==> src/rtl/sbe_pkg.sv <==
// shared types, opcodes and constants of the stack bytecode executor
`default_nettype none
package sbe_pkg;
    localparam int MEM_WORDS_DEF  = 16384;
    localparam int TEXT_WORDS_DEF = 16384;
    localparam int PC_W   = 14;
    localparam int SP_W   = 16;
    localparam int DATA_W = 32;
    localparam int CFG_IDX_W = 1;

    localparam logic [PC_W-1:0] START_PC_RST  = 14'd0;
    localparam logic [SP_W-1:0] STACK_TOP_RST = 16'd65532;

    localparam logic [CFG_IDX_W-1:0] REG_START_PC  = 1'b0;
    localparam logic [CFG_IDX_W-1:0] REG_STACK_TOP = 1'b1;

    typedef enum logic [5:0] {
        OP_LEA = 6'd0, OP_IMM = 6'd1, OP_JMP = 6'd2, OP_CALL = 6'd3, OP_JZ = 6'd4,
        OP_JNZ = 6'd5, OP_ENT = 6'd6, OP_ADJ = 6'd7, OP_LEV = 6'd8, OP_LI = 6'd9,
        OP_LC = 6'd10, OP_SI = 6'd11, OP_SC = 6'd12, OP_PUSH = 6'd13, OP_OR = 6'd14,
        OP_XOR = 6'd15, OP_AND = 6'd16, OP_EQ = 6'd17, OP_NE = 6'd18, OP_LT = 6'd19,
        OP_GT = 6'd20, OP_LE = 6'd21, OP_GE = 6'd22, OP_SHL = 6'd23, OP_SHR = 6'd24,
        OP_ADD = 6'd25, OP_SUB = 6'd26, OP_MUL = 6'd27, OP_DIV = 6'd28, OP_MOD = 6'd29,
        OP_EXIT = 6'd37
    } opcode_t;

    typedef enum logic [1:0] {
        ST_RUN = 2'd0, ST_EXITED = 2'd1, ST_BADOP = 2'd2, ST_DIVZERO = 2'd3
    } status_t;

    // controller -> datapath commands
    typedef struct packed {
        logic take;       // latch request
        logic rd_sp;      // read word at sp
        logic rd_fp;      // read word at fp (LEV first pop)
        logic rd_fp4;     // read word at fp+4
        logic rd_acc;     // read word at acc
        logic rd_a;       // read word at popped address
        logic lev1;       // LEV: capture new fp from read data
        logic grab_l;     // capture read data as left operand / address
        logic div_start;
        logic exec;       // commit the instruction
        logic cfg_we;
    } sbe_cmd_t;

    typedef struct packed {
        logic div_done;
        logic halted;
    } sbe_sts_t;
endpackage
`default_nettype wire

==> src/rtl/sbe_controller.sv <==
// sequencing state machine of the executor
`default_nettype none
module sbe_controller (
    input  wire logic              aclk,
    input  wire logic              aresetn,
    input  wire logic              s_valid,
    output logic                   s_ready,
    input  wire logic [5:0]        s_operation,
    output logic                   m_valid,
    input  wire logic              m_ready,
    input  wire logic              cfg_valid,
    output logic                   cfg_ready,
    output sbe_pkg::sbe_cmd_t      cmd,
    input  wire sbe_pkg::sbe_sts_t sts
);
    import sbe_pkg::*;

    typedef enum logic [7:0] {
        S_IDLE = 8'b00000001, S_RD1 = 8'b00000010, S_RD2 = 8'b00000100,
        S_RD3  = 8'b00001000, S_DIV = 8'b00010000, S_EXEC = 8'b00100000,
        S_OUT  = 8'b01000000, S_LEV2 = 8'b10000000
    } state_t;

    state_t state_reg, state_next;
    logic [5:0] op_reg;
    logic mv_reg, mv_next;
    logic needs_pop, is_div;

    assign needs_pop = (op_reg >= OP_OR && op_reg <= OP_MOD) || op_reg == OP_SI ||
                       op_reg == OP_SC;
    assign is_div = op_reg == OP_DIV || op_reg == OP_MOD;

    assign s_ready   = (state_reg == S_IDLE) && !cfg_valid && (!mv_reg || m_ready);
    assign cfg_ready = (state_reg == S_IDLE) && !mv_reg;
    assign m_valid   = mv_reg;

    always_comb begin
        state_next = state_reg;
        mv_next = mv_reg && !m_ready;
        cmd = '0;
        cmd.cfg_we = cfg_valid && cfg_ready;
        case (state_reg)
            S_IDLE: if (s_valid && s_ready) begin
                cmd.take = 1'b1;
                state_next = S_RD1;
            end
            S_RD1: begin
                // first read: sp, or fp for a frame return, or acc for loads
                if (sts.halted) cmd.rd_sp = 1'b1;
                else if (op_reg == OP_LEV) cmd.rd_fp = 1'b1;
                else if (op_reg == OP_LI || op_reg == OP_LC) cmd.rd_acc = 1'b1;
                else cmd.rd_sp = 1'b1;
                state_next = (!sts.halted && (needs_pop || op_reg == OP_LEV)) ? S_RD2 : S_EXEC;
            end
            S_RD2: begin
                if (op_reg == OP_LEV) begin
                    cmd.lev1 = 1'b1; cmd.rd_fp4 = 1'b1;
                    state_next = S_LEV2;
                end else begin
                    cmd.grab_l = 1'b1;
                    state_next = S_RD3;
                end
            end
            // keep the return pc word on the read port for the commit
            S_LEV2: begin
                cmd.rd_fp4 = 1'b1;
                state_next = S_EXEC;
            end
            S_RD3: begin
                cmd.rd_a = 1'b1;
                if (is_div) begin
                    cmd.div_start = 1'b1;
                    state_next = S_DIV;
                end else state_next = S_EXEC;
            end
            S_DIV: if (sts.div_done) state_next = S_EXEC;
            S_EXEC: begin
                cmd.rd_a = needs_pop && !sts.halted;
                cmd.exec = 1'b1;
                mv_next = 1'b1;
                state_next = S_IDLE;
            end
            default: state_next = S_IDLE;
        endcase
    end

    always_ff @(posedge aclk) begin
        if (!aresetn) begin
            state_reg <= S_IDLE;
            mv_reg <= 1'b0;
        end else begin
            state_reg <= state_next;
            mv_reg <= mv_next;
        end
        if (cmd.take) op_reg <= s_operation;
    end
endmodule
`default_nettype wire

==> config.mk <==
export PLATFORM = sky130hd
export DESIGN_NAME = sbe_controller
export DESIGN_NICKNAME = d
export VERILOG_FILES = /design/src/rtl/sbe_pkg.sv /design/src/rtl/sbe_controller.sv
export SDC_FILE = /design/constraint.sdc
export NUM_CORES = 1
export LEC_CHECK = 0
export BUFFER_PORTS_ARGS = -buffer_cell sky130_fd_sc_hd__buf_2
export CORE_ASPECT_RATIO = 1.25
export CORE_UTILIZATION = 30
export DETAILED_ROUTE_END_ITERATION = 12
export PLACE_DENSITY = 0.62
export SLEW_MARGIN = 20
export SYNTH_ARGS = -nofsm -noshare
export SYNTH_HDL_FRONTEND = slang
export SYNTH_SLANG_ARGS = --single-unit
==> constraint.sdc <==
create_clock -name aclk -period 4.5 [get_ports aclk]
set_input_delay 0 -clock aclk [delete_from_list [all_inputs] [get_ports aclk]]
set_output_delay 0 -clock aclk [all_outputs]
set_load 0.01 [all_outputs]
==> impl_metrics.csv <==
group,metric,value,unit
route,m1WireLength,730,um
logic_synthesis,ys_async_sr_fraction,0,
floorplan,die_x,47.4,um
critical_path,end_kind,"primary output",
logic_synthesis,synth.avg_cell_area,9.53,sq um
critical_path,r2r_end,"op_reg[2]$_DFFE_PP_",
logic_synthesis,synth_area_leaders,"edfxtp_1 23%, dfxtp_1 21%, nor3_1 3.9%, nor3b_1 3.9%, nor2_1 3.4%",
logic_synthesis,synth-seq-cells,14,
outcome,status,"completed",
place,hpwl,1.27,mm
global_routing,grt_pass1_wl,2.69,mm
worst_hold_path,holdPathStages,4,
logic_synthesis,syn-num-nets,94,
clock_network,cts_root_buffer,"clkbuf_4",
logic_synthesis,synth_largest_area_cell,"edfxtp_1",
route,route.vias.total,728,
sta,setup_viol,0,
power,ir_drop,0.000184,V
critical_path,critPathRequiredTime,4.50,ns
global_routing,grt_pass1_vias,649,
worst_hold_path,hold_class,"primary input to register",
route,vias_per_cell,4.85,
power,p_leak,0.426,nW
route,drc_errors,0,
logic_synthesis,syn_inst,81,
sta,worstMarginPinSlew,0.543,ns
logic_synthesis,synth_cell_types,37,
route,drtAntennaViolNets,0,
layout,filler_cell_count,250,
critical_path,worstSetupStartpointType,"register",
logic_synthesis,synth_seq_area_share,0.441,
route,routed_wl,1.62,mm
global_routing,grt_util_all_layers,0.132,
logic_synthesis,yosys_warnings,0,
clock_network,clock_latency,0.27,ns
sta,period_share,0.467,
global_routing,grt_overflow,0,
layout,multi_input_area,409,sq um
sta,fin_crit,2.10,ns
job,cap_violations,0,
clock_network,cts_resized,0,
floorplan,fp-row-count,20,
layout,largest_register_ffs,7,
floorplan,initial_core_util,0.318,
layout,area_growth,33.2,%
sta,rsz0062_at_grt,"false",
place,io_buffers,26,
worst_hold_path,worstHoldEndpoint,"state_reg[2]$_SDFFE_PN0P_",
floorplan,core-area,2430,sq um
sta,timing.setup.tns,0,ns
power,power.density,243,nW/um^2
worst_hold_path,hp-start,"sts[0]",
clock_network,cts_tree,"done",
layout,final_common_cell,"buf_2",
clock_network,cts_buffers,3,
logic_synthesis,syn-cell-area,772,sq um
route,wl_per_cell,10.8,um
layout,drive_gt1_frac,0.299,
route,first_pass_iters,4,
clock_network,clk_pin_slew,0.08,ns
floorplan,dieHeight,58.7,um
sta,slew_headroom,0.637,
logic_synthesis,synth_enable_flop_cells,6,
route,wl_met2,822,um
sta,fin_worst_skew,0.00116,ns
clock_network,clk_path_buf_depth,2,
logic_synthesis,synth_top_area_frac,0.233,
clock_network,htree_levels,1,
floorplan,io_pins,27,
logic_synthesis,synth_flop_cell,"dfxtp_1",
layout,final_core_util,0.424,
route,met3WireLength,70,um
critical_path,worstRegToRegCells,3,
place,place_congestion,0.769,
critical_path,r2r_setup_slack,2.55,ns
critical_path,rr_startpoint,"state_reg[7]$_SDFFE_PN0P_",
sta,finalHoldViolCount,0,
clock_network,clock-sinks,14,
global_routing,grt_max_degree,9,
floorplan,dieArea,2780,sq um
route,highest-signal-layer,"met3",
sta,drv_slew,0,
critical_path,critPathArrivalTime,2.10,ns
layout,layout.nets,131,
sta,max_freq,0.476,GHz
critical_path,crit_fanout,8,
layout,seq_area,340,sq um
layout,layout_common_cells,"26 x buf_2, 8 x dfxtp_1, 7 x nor2_1, 7 x dlygate4sd3_1",
layout,insertedDiodeCount,0,
global_routing,antenna_found_initial,0,
route,drt_iter0_drc,13,
critical_path,path_class,"register to primary output",
## worst max-delay path, stage by stage, from the launching register on
cell	delay, ns
dfxtp_1	0.36
nor4_2	0.43
nand4bb_1	0.29
nor2b_1	0.52
buf_2	0.23
## power by group
group	total (mW)	internal, mW	switching (mW)
Clock	0.0708	0.0321	0.0387
Combinational	0.0368	0.0190	0.0178
Sequential	0.143	0.137	0.00535
## through the flow
step	hold slack, ns	setup WS (ns)	area (sq um)	instances	total power [mW]
2_1_floorplan	0.0544	2.71	772	81	0.165
3_3_place_gp	0.177	2.66	932	139	0.177
3_5_place_dp	0.178	2.60	932	139	0.178
4_1_cts	0.0218	2.38	1030	150	0.255
5_1_grt	0.0456	2.12	1030	150	0.265
6_report	0.0321	2.40	1030	150	0.250
## cells in the mapped netlist (2+ instances only)
cell type,n
inv_1,3
nand4b_1,2
o21ai_0,3
edfxtp_1,6
and2_1,2
nor2b_1,2
nand4bb_1,2
nor3_1,6
xnor2_1,3
a21oi_1,3
nand2b_1,3
dfxtp_1,8
nand2_1,5
nor3b_1,4
nor2_1,7
## layer usage
metal | vias to the layer above | global-route usage
li1 | 374 | -
met1 | 334 | 0.165
met2 | 20 | 0.229
met3 | 0 | 0.0276
met4 | 0 | 0.0245
met5 | - | 0
## worst max path at each step
| stage | startpoint | cells past startpoint | endpoint | slack, ns |
|---|---|---|---|---|
| detailed placement | state_reg[7]$_SDFFE_PN0P_ | 3 | op_reg[3]$_DFFE_PP_ | 2.60 |
| floorplan | state_reg[7]$_SDFFE_PN0P_ | 3 | op_reg[0]$_DFFE_PP_ | 2.71 |
| finish | state_reg[7]$_SDFFE_PN0P_ | 4 | cmd[10] | 2.40 |
| global route | state_reg[7]$_SDFFE_PN0P_ | 4 | cmd[10] | 2.12 |
| global placement | state_reg[7]$_SDFFE_PN0P_ | 3 | op_reg[3]$_DFFE_PP_ | 2.66 |
| CTS | state_reg[7]$_SDFFE_PN0P_ | 4 | cmd[10] | 2.38 |
## timing repair
| item | CTS | global route |
|---|---|---|
| hold buffers | 7 | 0 |
| hold endpoints to repair | 9 | 0 |
| setup buffers | 0 | 0 |
## logic make-up (layout without fill, tap and decap cells)
kind of cell              count (synthesis)  count (layout)  synth area share
AOI/OAI and AO/OA                        15              15             0.131
buffers and inverters                     4              40            0.0292
DFF                                      14              14             0.441
and+or+nand+nor                          44              44             0.353
xor gates and xnor gates                  4               4            0.0454
## area by class of cell
class,instances,area share
clock inverters,1,0.00365
inverters,3,0.0109
clock buffers,3,0.0219
multi-input cells,63,0.398
well taps,33,0.0401
flip-flops and latches,14,0.331
repair buffers,33,0.195
Power figures use the tool's default switching activity.
